<file path="config.mk">
export PLATFORM = sky130hd
export DESIGN_NAME = threshold_partition_index_packer
export DESIGN_NICKNAME = d
export VERILOG_FILES = /design/src/hw/rtl/tpip_pkg.sv /design/src/hw/rtl/tpip_classify.sv /design/src/hw/rtl/tpip_packer.sv /design/src/hw/rtl/threshold_partition_index_packer.sv
export SDC_FILE = /design/constraint.sdc
export NUM_CORES = 1
export LEC_CHECK = 0
export BUFFER_PORTS_ARGS = -buffer_cell sky130_fd_sc_hd__buf_4
export CORE_ASPECT_RATIO = 2
export CORE_MARGIN = 3
export CORE_UTILIZATION = 50
export CTS_BUF_LIST = sky130_fd_sc_hd__clkbuf_16
export DETAILED_ROUTE_END_ITERATION = 8
export GPL_TIMING_DRIVEN = 0
export HOLD_SLACK_MARGIN = 0.08
export PLACE_DENSITY = 0.78
export SYNTH_ARGS = -nofsm -noshare
export SYNTH_HDL_FRONTEND = slang
export SYNTH_HIERARCHICAL = 1
export SYNTH_SLANG_ARGS = --single-unit
</file>
<file path="constraint.sdc">
create_clock -name clk_i -period 3 [get_ports clk_i]
set_clock_uncertainty 0.15 [all_clocks]
set_input_delay 0.15 -clock clk_i [delete_from_list [all_inputs] [get_ports clk_i]]
set_output_delay 0.15 -clock clk_i [all_outputs]
set_load 0.005 [all_outputs]
</file>
<file path="src/hw/rtl/tpip_pkg.sv">
`timescale 1ns / 1ps

package tpip_pkg;

  localparam int unsigned MAX_PARTS = 8;
  localparam int unsigned WORD_BITS = 24;
  localparam int unsigned PART_W    = 3;   // partition index width
  localparam int unsigned BITS_W    = 2;   // bits-per-index count (1..3)
  localparam int unsigned FILL_W    = 5;   // accumulator fill count
  localparam int unsigned THR_W     = 33;  // UQ1.32
  localparam int unsigned PCNT_W    = 4;
  localparam int unsigned CFG_IDX_W = 3;

  // Register indexes; thresholds 1..7 sit at their own index.
  localparam logic [CFG_IDX_W-1:0] CFG_PART_COUNT = 3'd0;

  localparam logic [PCNT_W-1:0] PART_COUNT_RST = 4'd2;

  typedef enum logic {
    FUNC_PACK  = 1'b0,
    FUNC_FLUSH = 1'b1
  } func_e;

  typedef logic [MAX_PARTS-1:1][THR_W-1:0] thr_arr_t;

  // Classifier to packer.
  typedef struct packed {
    logic              flush;
    logic [PART_W-1:0] sel;
    logic [BITS_W-1:0] bits;
  } pack_req_t;

  // Packer result for the current request.
  typedef struct packed {
    logic                 word_valid;
    logic [WORD_BITS-1:0] word;
  } pack_res_t;

endpackage

</file>
<file path="src/hw/rtl/tpip_classify.sv">
`timescale 1ns / 1ps

// Parallel comparator bank: highest partition below the count whose
// threshold is at or below the weight.
module tpip_classify (
  input  logic                                    func_i,
  input  logic [tpip_pkg::THR_W-1:0]              weight_i,
  input  logic [tpip_pkg::PCNT_W-1:0]             part_count_i,
  input  tpip_pkg::thr_arr_t                      thr_i,
  output tpip_pkg::pack_req_t                     req_o
);

  logic [tpip_pkg::PCNT_W-1:0] parts;
  logic [tpip_pkg::PART_W-1:0] sel;
  logic [tpip_pkg::BITS_W-1:0] bits;

  // clamp count to 2..MAX_PARTS
  always_comb begin
    parts = part_count_i;
    if (part_count_i < 4'd2) begin
      parts = 4'd2;
    end else if (part_count_i > tpip_pkg::PCNT_W'(tpip_pkg::MAX_PARTS)) begin
      parts = tpip_pkg::PCNT_W'(tpip_pkg::MAX_PARTS);
    end
  end

  // ceil(log2(parts))
  always_comb begin
    if (parts <= 4'd2) begin
      bits = 2'd1;
    end else if (parts <= 4'd4) begin
      bits = 2'd2;
    end else begin
      bits = 2'd3;
    end
  end

  // ascending scan, so the highest qualifying index wins
  always_comb begin
    sel = '0;
    for (int j = 1; j < tpip_pkg::MAX_PARTS; j++) begin
      if ((tpip_pkg::PCNT_W'(j) < parts) && (weight_i >= thr_i[j])) begin
        sel = tpip_pkg::PART_W'(j);
      end
    end
  end

  always_comb begin
    req_o.flush = (func_i == tpip_pkg::FUNC_FLUSH);
    req_o.sel   = req_o.flush ? '0 : sel;
    req_o.bits  = bits;
  end

endmodule

</file>
<file path="src/hw/rtl/tpip_packer.sv">
`timescale 1ns / 1ps

// MSB-first shift packer with fill count; emits a word when 24 bits are
// full or on flush with bits pending.
module tpip_packer (
  input  logic                clk_i,
  input  logic                rst_ni,
  input  logic                step_i,
  input  tpip_pkg::pack_req_t req_i,
  output tpip_pkg::pack_res_t res_o
);

  logic [tpip_pkg::WORD_BITS-1:0] acc_q, acc_d;
  logic [tpip_pkg::FILL_W-1:0]    fill_q, fill_d;

  logic [tpip_pkg::WORD_BITS-1:0] acc_shift;
  logic [tpip_pkg::FILL_W-1:0]    fill_sum;
  logic [tpip_pkg::FILL_W-1:0]    pad_amt;
  logic [tpip_pkg::WORD_BITS-1:0] flush_word;

  always_comb begin
    acc_shift = (acc_q << req_i.bits) | tpip_pkg::WORD_BITS'(req_i.sel);
    fill_sum  = fill_q + tpip_pkg::FILL_W'(req_i.bits);
    pad_amt   = tpip_pkg::FILL_W'(tpip_pkg::WORD_BITS) - fill_q;
    flush_word = (fill_q < tpip_pkg::FILL_W'(tpip_pkg::WORD_BITS)) ?
                 (acc_q << pad_amt) : acc_q;

    acc_d            = acc_q;
    fill_d           = fill_q;
    res_o.word_valid = 1'b0;
    res_o.word       = '0;

    if (req_i.flush) begin
      if (fill_q != '0) begin
        res_o.word_valid = 1'b1;
        res_o.word       = flush_word;
        acc_d            = '0;
        fill_d           = '0;
      end
    end else if (fill_sum >= tpip_pkg::FILL_W'(tpip_pkg::WORD_BITS)) begin
      // word complete (or overrun after a width change): emit and clear
      res_o.word_valid = 1'b1;
      res_o.word       = acc_shift;
      acc_d            = '0;
      fill_d           = '0;
    end else begin
      acc_d  = acc_shift;
      fill_d = fill_sum;
    end
  end

  always_ff @(posedge clk_i or negedge rst_ni) begin
    if (!rst_ni) begin
      acc_q  <= '0;
      fill_q <= '0;
    end else if (step_i) begin
      acc_q  <= acc_d;
      fill_q <= fill_d;
    end
  end

endmodule

</file>
<file path="src/hw/rtl/threshold_partition_index_packer.sv">
`timescale 1ns / 1ps

// Sorts each UQ1.32 weight into a partition (the highest index below
// part_count whose threshold is at or below the weight; partition 0 has an
// implicit zero threshold) and packs the index MSB-first into 24-bit words,
// 1, 2 or 3 bits per index depending on part_count. Every request yields one
// result: the partition plus, when 24 bits are complete, the finished word.
// A flush request left-aligns pending bits, zero-pads and emits them.
// Throughput is one request per cycle unless stalled (input register, then
// comparator bank + shift packer into the result register). The only stall
// source is the downstream tready, which reaches s_axis_tready through the
// two stage valids. Configuration writes take effect on the next cycle and
// must only be made while the block holds no request.
module threshold_partition_index_packer (
  input  logic                            clk_i,
  input  logic                            rst_ni,
  // configuration write port
  input  logic                            cfg_we_i,
  input  logic [tpip_pkg::CFG_IDX_W-1:0]  cfg_idx_i,
  input  logic [tpip_pkg::THR_W-1:0]      cfg_data_i,
  // request stream
  input  logic                            s_axis_tvalid,
  output logic                            s_axis_tready,
  input  logic [39:0]                     s_axis_tdata,   // [32:0] weight, rest 0
  input  logic                            s_axis_tuser,   // [0] func
  // result stream
  output logic                            m_axis_tvalid,
  input  logic                            m_axis_tready,
  output logic [31:0]                     m_axis_tdata,   // [2:0] partition, [26:3] packed_word
  output logic                            m_axis_tuser    // [0] word_valid
);

  // ---------------------------------------------------------------------
  // Configuration registers
  // ---------------------------------------------------------------------
  logic [tpip_pkg::PCNT_W-1:0] part_count_q;
  tpip_pkg::thr_arr_t          thr_q;

  always_ff @(posedge clk_i or negedge rst_ni) begin
    if (!rst_ni) begin
      part_count_q <= tpip_pkg::PART_COUNT_RST;
      thr_q        <= '0;
    end else if (cfg_we_i) begin
      if (cfg_idx_i == tpip_pkg::CFG_PART_COUNT) begin
        part_count_q <= cfg_data_i[tpip_pkg::PCNT_W-1:0];
      end
      for (int j = 1; j < tpip_pkg::MAX_PARTS; j++) begin
        if (cfg_idx_i == tpip_pkg::CFG_IDX_W'(j)) begin
          thr_q[j] <= cfg_data_i;
        end
      end
    end
  end

  // ---------------------------------------------------------------------
  // Handshake: input stage refills while the result stage is stalled, so
  // one request can wait in each stage.
  // ---------------------------------------------------------------------
  logic in_valid_q;
  logic out_valid_q;
  logic advance;       // input stage moves into the result stage

  assign advance       = in_valid_q && (!out_valid_q || m_axis_tready);
  assign s_axis_tready = !in_valid_q || advance;

  // Input register
  logic                       in_func_q;
  logic [tpip_pkg::THR_W-1:0] in_weight_q;

  always_ff @(posedge clk_i or negedge rst_ni) begin
    if (!rst_ni) begin
      in_valid_q <= 1'b0;
    end else if (s_axis_tready) begin
      in_valid_q <= s_axis_tvalid;
    end
  end

  always_ff @(posedge clk_i) begin
    if (s_axis_tvalid && s_axis_tready) begin
      in_func_q   <= s_axis_tuser;
      in_weight_q <= s_axis_tdata[tpip_pkg::THR_W-1:0];
    end
  end

  // ---------------------------------------------------------------------
  // Compute: comparator bank, then packer (state advances with the request)
  // ---------------------------------------------------------------------
  tpip_pkg::pack_req_t req;
  tpip_pkg::pack_res_t res;

  tpip_classify u_classify (
    .func_i       (in_func_q),
    .weight_i     (in_weight_q),
    .part_count_i (part_count_q),
    .thr_i        (thr_q),
    .req_o        (req)
  );

  tpip_packer u_packer (
    .clk_i  (clk_i),
    .rst_ni (rst_ni),
    .step_i (advance),
    .req_i  (req),
    .res_o  (res)
  );

  // ---------------------------------------------------------------------
  // Result register
  // ---------------------------------------------------------------------
  logic [tpip_pkg::PART_W-1:0]    out_part_q;
  logic                           out_wv_q;
  logic [tpip_pkg::WORD_BITS-1:0] out_word_q;

  always_ff @(posedge clk_i or negedge rst_ni) begin
    if (!rst_ni) begin
      out_valid_q <= 1'b0;
    end else if (!out_valid_q || m_axis_tready) begin
      out_valid_q <= in_valid_q;
    end
  end

  always_ff @(posedge clk_i) begin
    if (advance) begin
      out_part_q <= req.sel;
      out_wv_q   <= res.word_valid;
      out_word_q <= res.word;
    end
  end

  assign m_axis_tvalid = out_valid_q;
  assign m_axis_tuser  = out_wv_q;
  assign m_axis_tdata  = {5'd0, out_word_q, out_part_q};

  // ---------------------------------------------------------------------
  // Assertions
  // ---------------------------------------------------------------------
  // a request leaving the input stage always lands in the result stage
  a_advance_lands: assert property (@(posedge clk_i) disable iff (!rst_ni)
    advance |=> m_axis_tvalid)
    else $error("request lost between stages");

  // packed word is zero whenever no word is flagged
  a_word_zero: assert property (@(posedge clk_i) disable iff (!rst_ni)
    (m_axis_tvalid && !m_axis_tuser) |-> (m_axis_tdata[26:3] == '0))
    else $error("packed_word nonzero without word_valid");

  // an empty input stage never back-pressures upstream
  a_empty_ready: assert property (@(posedge clk_i) disable iff (!rst_ni)
    !in_valid_q |-> s_axis_tready)
    else $error("stall with empty input stage");

endmodule
</file>
==> results of run 1 <==
## flip-flops by register name, indices dropped and copies added, names as in the netlist, 3 cells and up
name	cells
out_part_q	3
u_packer/acc_q	24
u_packer/fill_q	5
out_word_q	24
part_count_q	4
thr_q	231
in_weight_q	33
## cells by family (layout without fill, tap and decap cells)
logic type	Yosys count	after routing	share of synthesized area (%)
compound gates	335	335	10.44
mux	309	309	19.02
simple gates	354	355	8.748
flops	328	328	40.60
other cells	1	5	0.01787
buf+inv	318	692	6.739
xor+xnor	6	6	0.3758
fa+ha+maj	235	235	14.05
## where the power goes
part           switching (uW)  total [uW]  internal, uW  leakage (uW)
registers                 761        6240          5480       0.00383
logic                    5390        9650          4260       0.00813
clock network            1880        4270          2390      0.000553
total                    8020       20200         12100        0.0125
## worst max-delay path by stage
stage | endpoint | slack [ns] | cells after the start
6_report | u_packer/acc_q[0] | -0.41 | 12
4_1_cts | u_packer/acc_q[0] | -0.35 | 12
5_1_grt | u_packer/acc_q[0] | -0.53 | 12
3_5_place_dp | u_packer/acc_q[0] | -1.26 | 12
2_1_floorplan | out_word_q[15] | 0.06 | 11
3_3_place_gp | u_packer/acc_q[0] | -1.21 | 12
## synth_stat cells (4+ instances only)
cell	n	area [sq um]
dfrtp_1	265	6631
inv_1	240	900.9
ha_1	234	2928
mux2_2	159	1790
nand2_1	115	431.7
a21oi_1	96	480.5
mux2_4	90	1351
nor2_1	78	292.8
o21ai_0	65	325.3
edfxtp_1	62	1862
mux2i_1	38	380.4
nand3_1	34	170.2
nand4_1	34	212.7
buf_2	28	140.1
a21o_1	21	157.7
clkbuf_1	20	75.07
o211ai_1	20	150.1
a211oi_1	17	127.6
mux4_2	17	382.9
nand2b_1	14	87.58
nor3_1	14	70.07
o31ai_1	14	105.1
buf_6	12	135.1
a22oi_1	11	82.58
a31oi_1	11	68.82
a32oi_1	10	87.58
nor2b_1	10	62.56
buf_4	9	67.56
o22ai_1	9	56.30
and2_1	8	50.05
o21a_1	7	52.55
or3_1	6	37.54
a22o_1	5	43.79
and3_1	5	31.28
nor4_1	5	31.28
o21ai_1	5	25.02
a21boi_0	4	30.03
a221oi_1	4	35.03
a41oi_1	4	35.03
nand3b_1	4	30.03
nor3b_1	4	30.03
o2111ai_1	4	35.03
## worst reg2reg max path, stage by stage, from the launching register on
cell and delay, ns:
edfxtp_1 0.51, buf_4 0.20, ha_1 0.27, nand4_1 0.22
nor3_1 0.31, a311o_1 0.16, nand2_1 0.08, o211a_4 0.17
a211o_1 0.35, o31a_1 0.16, o41ai_4 0.44, a32oi_1 0.16
o21ai_1 0.18
## through the flow
| step | utilization, % | cell area, sq um | cells |
|---|---|---|---|
| after global placement | 54.37 | 22430 | 2525 |
| after detailed placement | 54.60 | 22520 | 2528 |
| after global routing | 65.46 | 27000 | 2800 |
| final | 65.46 | 27000 | 2800 |
| after floorplan | - | 21010 | 1890 |
| after CTS | 64.79 | 26730 | 2792 |
## cell type report
class | instances | area share (%)
buffer | 75 | 2.261
clock buffer | 34 | 3.151
clock inverter | 24 | 0.8711
inverter | 241 | 3.382
multi-input combinational | 1245 | 45.93
sequential | 328 | 31.55
tap | 535 | 2.479
timing repair buffer | 318 | 10.37
## metal layers
| metal | part of all wire [%] | track usage (%) |
|---|---|---|
| met5 | 0 | 0 |
| met4 | 14 | 35.98 |
| met3 | 4.5 | 4.526 |
| met2 | 52 | 58.64 |
| met1 | 29 | 28.20 |
## repair_timing
action                                  4_1_cts  5_1_grt
hold buffers                                 80        0
buffers inserted                            125       14
endpoints found under the hold margin       448        0
endpoints found under the setup margin       57       56
cloned                                        2        0
pin swaps                                    83       45
gates resized for setup                     252       55
==> out/qor.yml, run 1 <==
route:
  detail_route.first_pass.iterations: 5
  drt-initial-drc-count: 996
  vias_per_cell: 6.086
  detailroute.via_count: 17040
  finalWirelength_um: 72410
  drt-wirelength-per-cell_um: 25.86
  post-route-drc-count: 0
  antenna_left: 0
worst_setup_path:
  cp_cell_sequence: "buf_4 -> ha_1 -> nand4_1 -> nor3_1 -> a311o_1 -> nand2_1 -> o211a_4 -> a211o_1 -> o31a_1 -> o41ai_4 -> a32oi_1 -> o21ai_1"
  crit_path_max_fanout: 4
  timing_worst_setup_path_type: "reg -> reg"
  critical_path_buf_inv_count: 1
  timing.critical_path.required_ns: 3.39
  crit_path_start: "in_weight_q[5]"
  crit_slowest_cell: "edfxtp_1"
  critical-path-top-delay-family: "compound AO/OA/AOI/OAI gates"
  endpoint_kind: "register"
  timing.critical_path.from_type: "register"
  reg2reg_to: "u_packer/acc_q[0]"
  crit_arrival_ns: 3.79
  reg2regPathDepth: 12
  r2r-start: "in_weight_q[5]"
  worst_path_largest_cell_delay_ns: 0.51
  timing.reg2reg.setup_slack_ns: -0.41
global_route:
  grt_antenna_before_repair: 0
  first_global_vias: 18480
  grt_remaining_overflow: 0
  grt_first_pass_wirelength_um: 108100
  grt.total_usage_pct: 32.50
  grt_start_max_net_pins: 97
clock_tree:
  clk_transition_reported_paths_ns: 0.07
  cts_htree_levels: 1
  clkLatencyLatePin_ns: 0.61
  cts_num_sinks: 328
  clockBufferDepth: 3
  cts_inserted_buffers: 31
  cts_tree: "built"
  cts-root-buf: "clkbuf_16"
logic_synthesis:
  synthArstFlopShare_pct: 81.10
  ys.warnings.count: 6
  part_of_the_yosys_area_used_for_sequential_elements_pct: 40.60
  synth_flop_cell: "dfrtp_1"
  synth_edf_count: 62
  ys_seq_elements: 328
  post_synth_inst_count: 1886
  synth.lib_cells_used.distinct: 91
  synthesis.area_per_instance_sq_um: 11.12
  synth_cell_area_sq_um: 20980
timing:
  period_minus_slack_ns: 3.408
  rsz0062_at_grt: "true"
  timing.final.max_slew_violations: 0
  holdWs_ns: 0.09649
  fmax_ghz: 0.2935
  post_route_clock_period_utilization_pct: 113.6
  worstMarginPinSlew_ns: 0.9968
  post-route-worst-setup-slack_ns: -0.4075
  setup_tns_ns: -3.029
  setup_viol: 16
  hold_viol: 0
  slew_headroom_pct: 33.55
place:
  hpwlAfterDp_um: 50880
  dp_worst_setup_slack_ns: -1.264
  io_buffers: 100
  replace_congestion: 1.038
floorplanning:
  die_h_um: 295.7
  num_io_pins: 117
  core_sq_um: 41250
  floorplan.initialDensity_pct: 50.86
  die_wd_um: 150.9
  floorplan.rows: 105
  die-area_sq_um: 44610
finish:
  final-seq-area_sq_um: 8519
  ant_diodes: 0
  fill_cells: 3047
  final_nets: 2557
  most_common_library_cell_in_the_layout_ignoring_fill_and_taps: "dfrtp_1"
  multi_input_comb_area_sq_um: 12400
  syn_to_final_growth_pct: 28.70
  layout_common_cells: "265 x dfrtp_1, 242 x inv_1, 211 x buf_4"
  post_route_cells_drive_above_1_share_pct: 35.14
min_path:
  hold-path-cell-count: 2
  holdCritPathClass: "in -> reg"
  timing.hold.worst_endpoint: "in_weight_q[0]"
  min-delay-start: "s_axis_tdata[0]"
outcome:
  violations: "setup timing"
  run_status: "complete, but fails checks"
power:
  overall_power_uw: 20160
  vdd.ir_drop.worst_mv: 0.5811
  cellLeakagePower_uw: 0.01252
  power.density_cell_area_nw_per_um2: 746.7
job:
  max_cap_viol_count: 0
(Power assumes the default switching activity.)
==> run 2: changes to the inputs <==
--- a/config.mk
+++ b/config.mk
@@ -14,7 +14,7 @@
 export GPL_TIMING_DRIVEN = 0
 export HOLD_SLACK_MARGIN = 0.08
 export PLACE_DENSITY = 0.78
+export SETUP_SLACK_MARGIN = 0.15
 export SYNTH_ARGS = -nofsm -noshare
 export SYNTH_HDL_FRONTEND = slang
-export SYNTH_HIERARCHICAL = 1
 export SYNTH_SLANG_ARGS = --single-unit
==> out/qor.yml, run 2 <==
outcome:
  run_status: "complete, but fails checks"
  violations: "setup timing"
global_route:
  first_global_vias: 17420
  grt_first_pass_wirelength_um: 97340
  grt_start_max_net_pins: 102
  grt.total_usage_pct: 30.28
  grt_antenna_before_repair: 1
  grt_remaining_overflow: 0
route:
  drt-initial-drc-count: 877
  drt-wirelength-per-cell_um: 23.06
  finalWirelength_um: 64270
  post-route-drc-count: 0
  vias_per_cell: 5.879
  detail_route.first_pass.iterations: 5
  antenna_left: 0
  detailroute.via_count: 16380
power:
  cellLeakagePower_uw: 0.01142
  power.density_cell_area_nw_per_um2: 726.1
  vdd.ir_drop.worst_mv: 0.5483
floorplanning:
  num_io_pins: 117
  die_h_um: 286.2
  floorplan.rows: 102
  die-area_sq_um: 41810
  die_wd_um: 146.1
  floorplan.initialDensity_pct: 50.58
  core_sq_um: 38800
clock_tree:
  cts_htree_levels: 1
  cts_inserted_buffers: 30
  cts_tree: "built"
  clk_transition_reported_paths_ns: 0.07
  cts-root-buf: "clkbuf_16"
  clockBufferDepth: 3
  clkLatencyLatePin_ns: 0.59
  cts_num_sinks: 328
logic_synthesis:
  synth_most_common_cell: "dfrtp_1"
  synth_edf_count: 62
  synthArstFlopShare_pct: 81.10
  synth_flop_cell: "dfrtp_1"
  ys.warnings.count: 0
  ys_seq_elements: 328
  part_of_the_yosys_area_used_for_sequential_elements_pct: 43.41
  synth_largest_area_cell: "dfrtp_1"
  synth.lib_cells_used.distinct: 75
  synth_cell_area_sq_um: 19630
  post_synth_inst_count: 1930
  synth.top_cells.by_count: "265 x dfrtp_1, 238 x inv_1, 234 x ha_1"
  synth.top_cells.by_area: "dfrtp_1 34%, ha_1 15%, edfxtp_1 9.5%"
  synth_top_area_share_pct: 33.79
  synthesis.area_per_instance_sq_um: 10.17
finish:
  final_nets: 2560
  largest-register: "thr_q"
  syn_to_final_growth_pct: 27.85
  postLayoutCellArea_sq_um: 25090
  most_common_library_cell_in_the_layout_ignoring_fill_and_taps: "dfrtp_1"
  top_regs: "thr_q x231, in_weight_q x33"
  post_route_cells_drive_above_1_share_pct: 26.78
  final-instance-count-excl-fill: 2787
  layout_common_cells: "264 x dfrtp_1, 233 x inv_1, 218 x nand2_1"
  ant_diodes: 0
  largest_reg_flops: 231
worst_setup_path:
  crit_path_max_fanout: 5
  reg2regPathDepth: 10
  timing.critical_path.from_type: "register"
  timing.critical_path.required_ns: 3.16
  endpoint_kind: "register"
  timing_worst_setup_path_type: "reg -> reg"
  crit_arrival_ns: 3.34
timing:
  slew_headroom_pct: 32.71
  rsz0062_at_grt: "true"
  setup_viol: 7
  worstMarginPinSlew_ns: 1.009
  post-route-worst-setup-slack_ns: -0.1779
  hold_viol: 0
  post_route_clock_period_utilization_pct: 105.9
  timing.final.max_slew_violations: 0
  period_minus_slack_ns: 3.178
  fmax_ghz: 0.3147
place:
  place_area_sq_um: 21170
  replace_congestion: 1.007
  placed_cells: 2558
  io_buffers: 100
  hpwlAfterDp_um: 46310
min_path:
  holdCritPathClass: "in -> reg"
  hold-path-cell-count: 2
job:
  max_cap_viol_count: 0
-- run 2: cell types whose count changed after synthesis, sizes merged, moves of 23 or more --
cell    delta
mux2     -109
nand2    +104
o21ai     +98
clkbuf    +41
buf       -30
a21oi     +23
-- run 2: path summary, 6_finish.rpt --
kind,endpoint,slack (ns),from
max reg2reg,out_part_q[2],-0.18,in_weight_q[2]
min,in_weight_q[16],0.13,s_axis_tdata[16]
max in group asynchronous,thr_q[171],0.80,rst_ni
min in group asynchronous,in_valid_q,0.49,rst_ni
min reg2reg,m_axis_tvalid,0.34,in_valid_q
max,out_part_q[2],-0.18,in_weight_q[2]
-- run 2: logic make-up after synthesis --
group	Yosys count	share of synthesized area (%)
xor gates and xnor gates	8	0.4718
DFF	328	43.41
and+or+nand+nor	408	9.646
other	1	0.01911
buffers and inverters	326	6.560
adders and majority gates	235	15.02
muxes	195	11.83
AOI/OAI and AO/OA	429	13.04
-- run 2: stage by stage --
step	setup WS, ns	hold slack (ns)	TNS, ns	util (%)	power (uW)
5_1_grt	-0.2361	0.1296	-1.161	64.67	19090
4_1_cts	-0.08307	0.1114	-0.2209	63.75	17750
6_report	-0.1779	0.1302	-0.7127	64.67	18220
2_1_floorplan	0.1506	-0.2956	0	-	9983
3_3_place_gp	-1.156	0.1778	-185.84	54.32	11950
3_5_place_dp	-1.116	-0.005547	-26.54	54.56	12220
-- run 2: timing repair --
| item | CTS | global route |
|---|---|---|
| pin swaps | 59 | 19 |
| setup buffers | 80 | 15 |
| resized for setup | 197 | 73 |
| setup endpoints to repair | 55 | 53 |
| endpoints found under the hold margin | 457 | 0 |
| cloned | 2 | 1 |
| hold buffers | 75 | 0 |
-- run 2: area by class of cell --
type,count,area (sq um)
buffer,88,551.8
clock inverter,25,359.1
multi-input combinational,1280,10860
clock buffer,31,775.7
fill,3028,13710
timing repair buffer,276,2459
sequential,328,8521
tap,520,650.6
inverter,238,907.1
timing repair inverter,1,5.005
-- run 2: metal layers --
| metal | vias to the layer above | track usage (%) | share of wire (%) |
|---|---|---|---|
| met5 | - | 0 | 0 |
| met4 | 0 | 32.62 | 13 |
| met3 | 315 | 3.634 | 4.2 |
| met2 | 674 | 56.11 | 53 |
| met1 | 7976 | 26.37 | 30 |
| li1 | 7419 | - | - |
-- run 2: power breakdown --
| group | switching (uW) | leakage [uW] | internal, uW | total [uW] |
|---|---|---|---|---|
| registers | 541 | 0.00386 | 5420 | 5960 |
| clock network | 1820 | 0.000550 | 2590 | 4410 |
| logic | 4640 | 0.00701 | 3200 | 7850 |
-- run 2: worst max-delay path, cell delays in order, from the launching register on --
cell      delay [ns]
edfxtp_1        0.54
buf_6           0.19
ha_4            0.14
a21oi_1         0.14
nand2_1         0.11
a211oi_4        0.35
o221ai_2        0.20
a221oi_2        0.38
o41a_2          0.26
nor4b_4         0.33
nor2_2          0.10
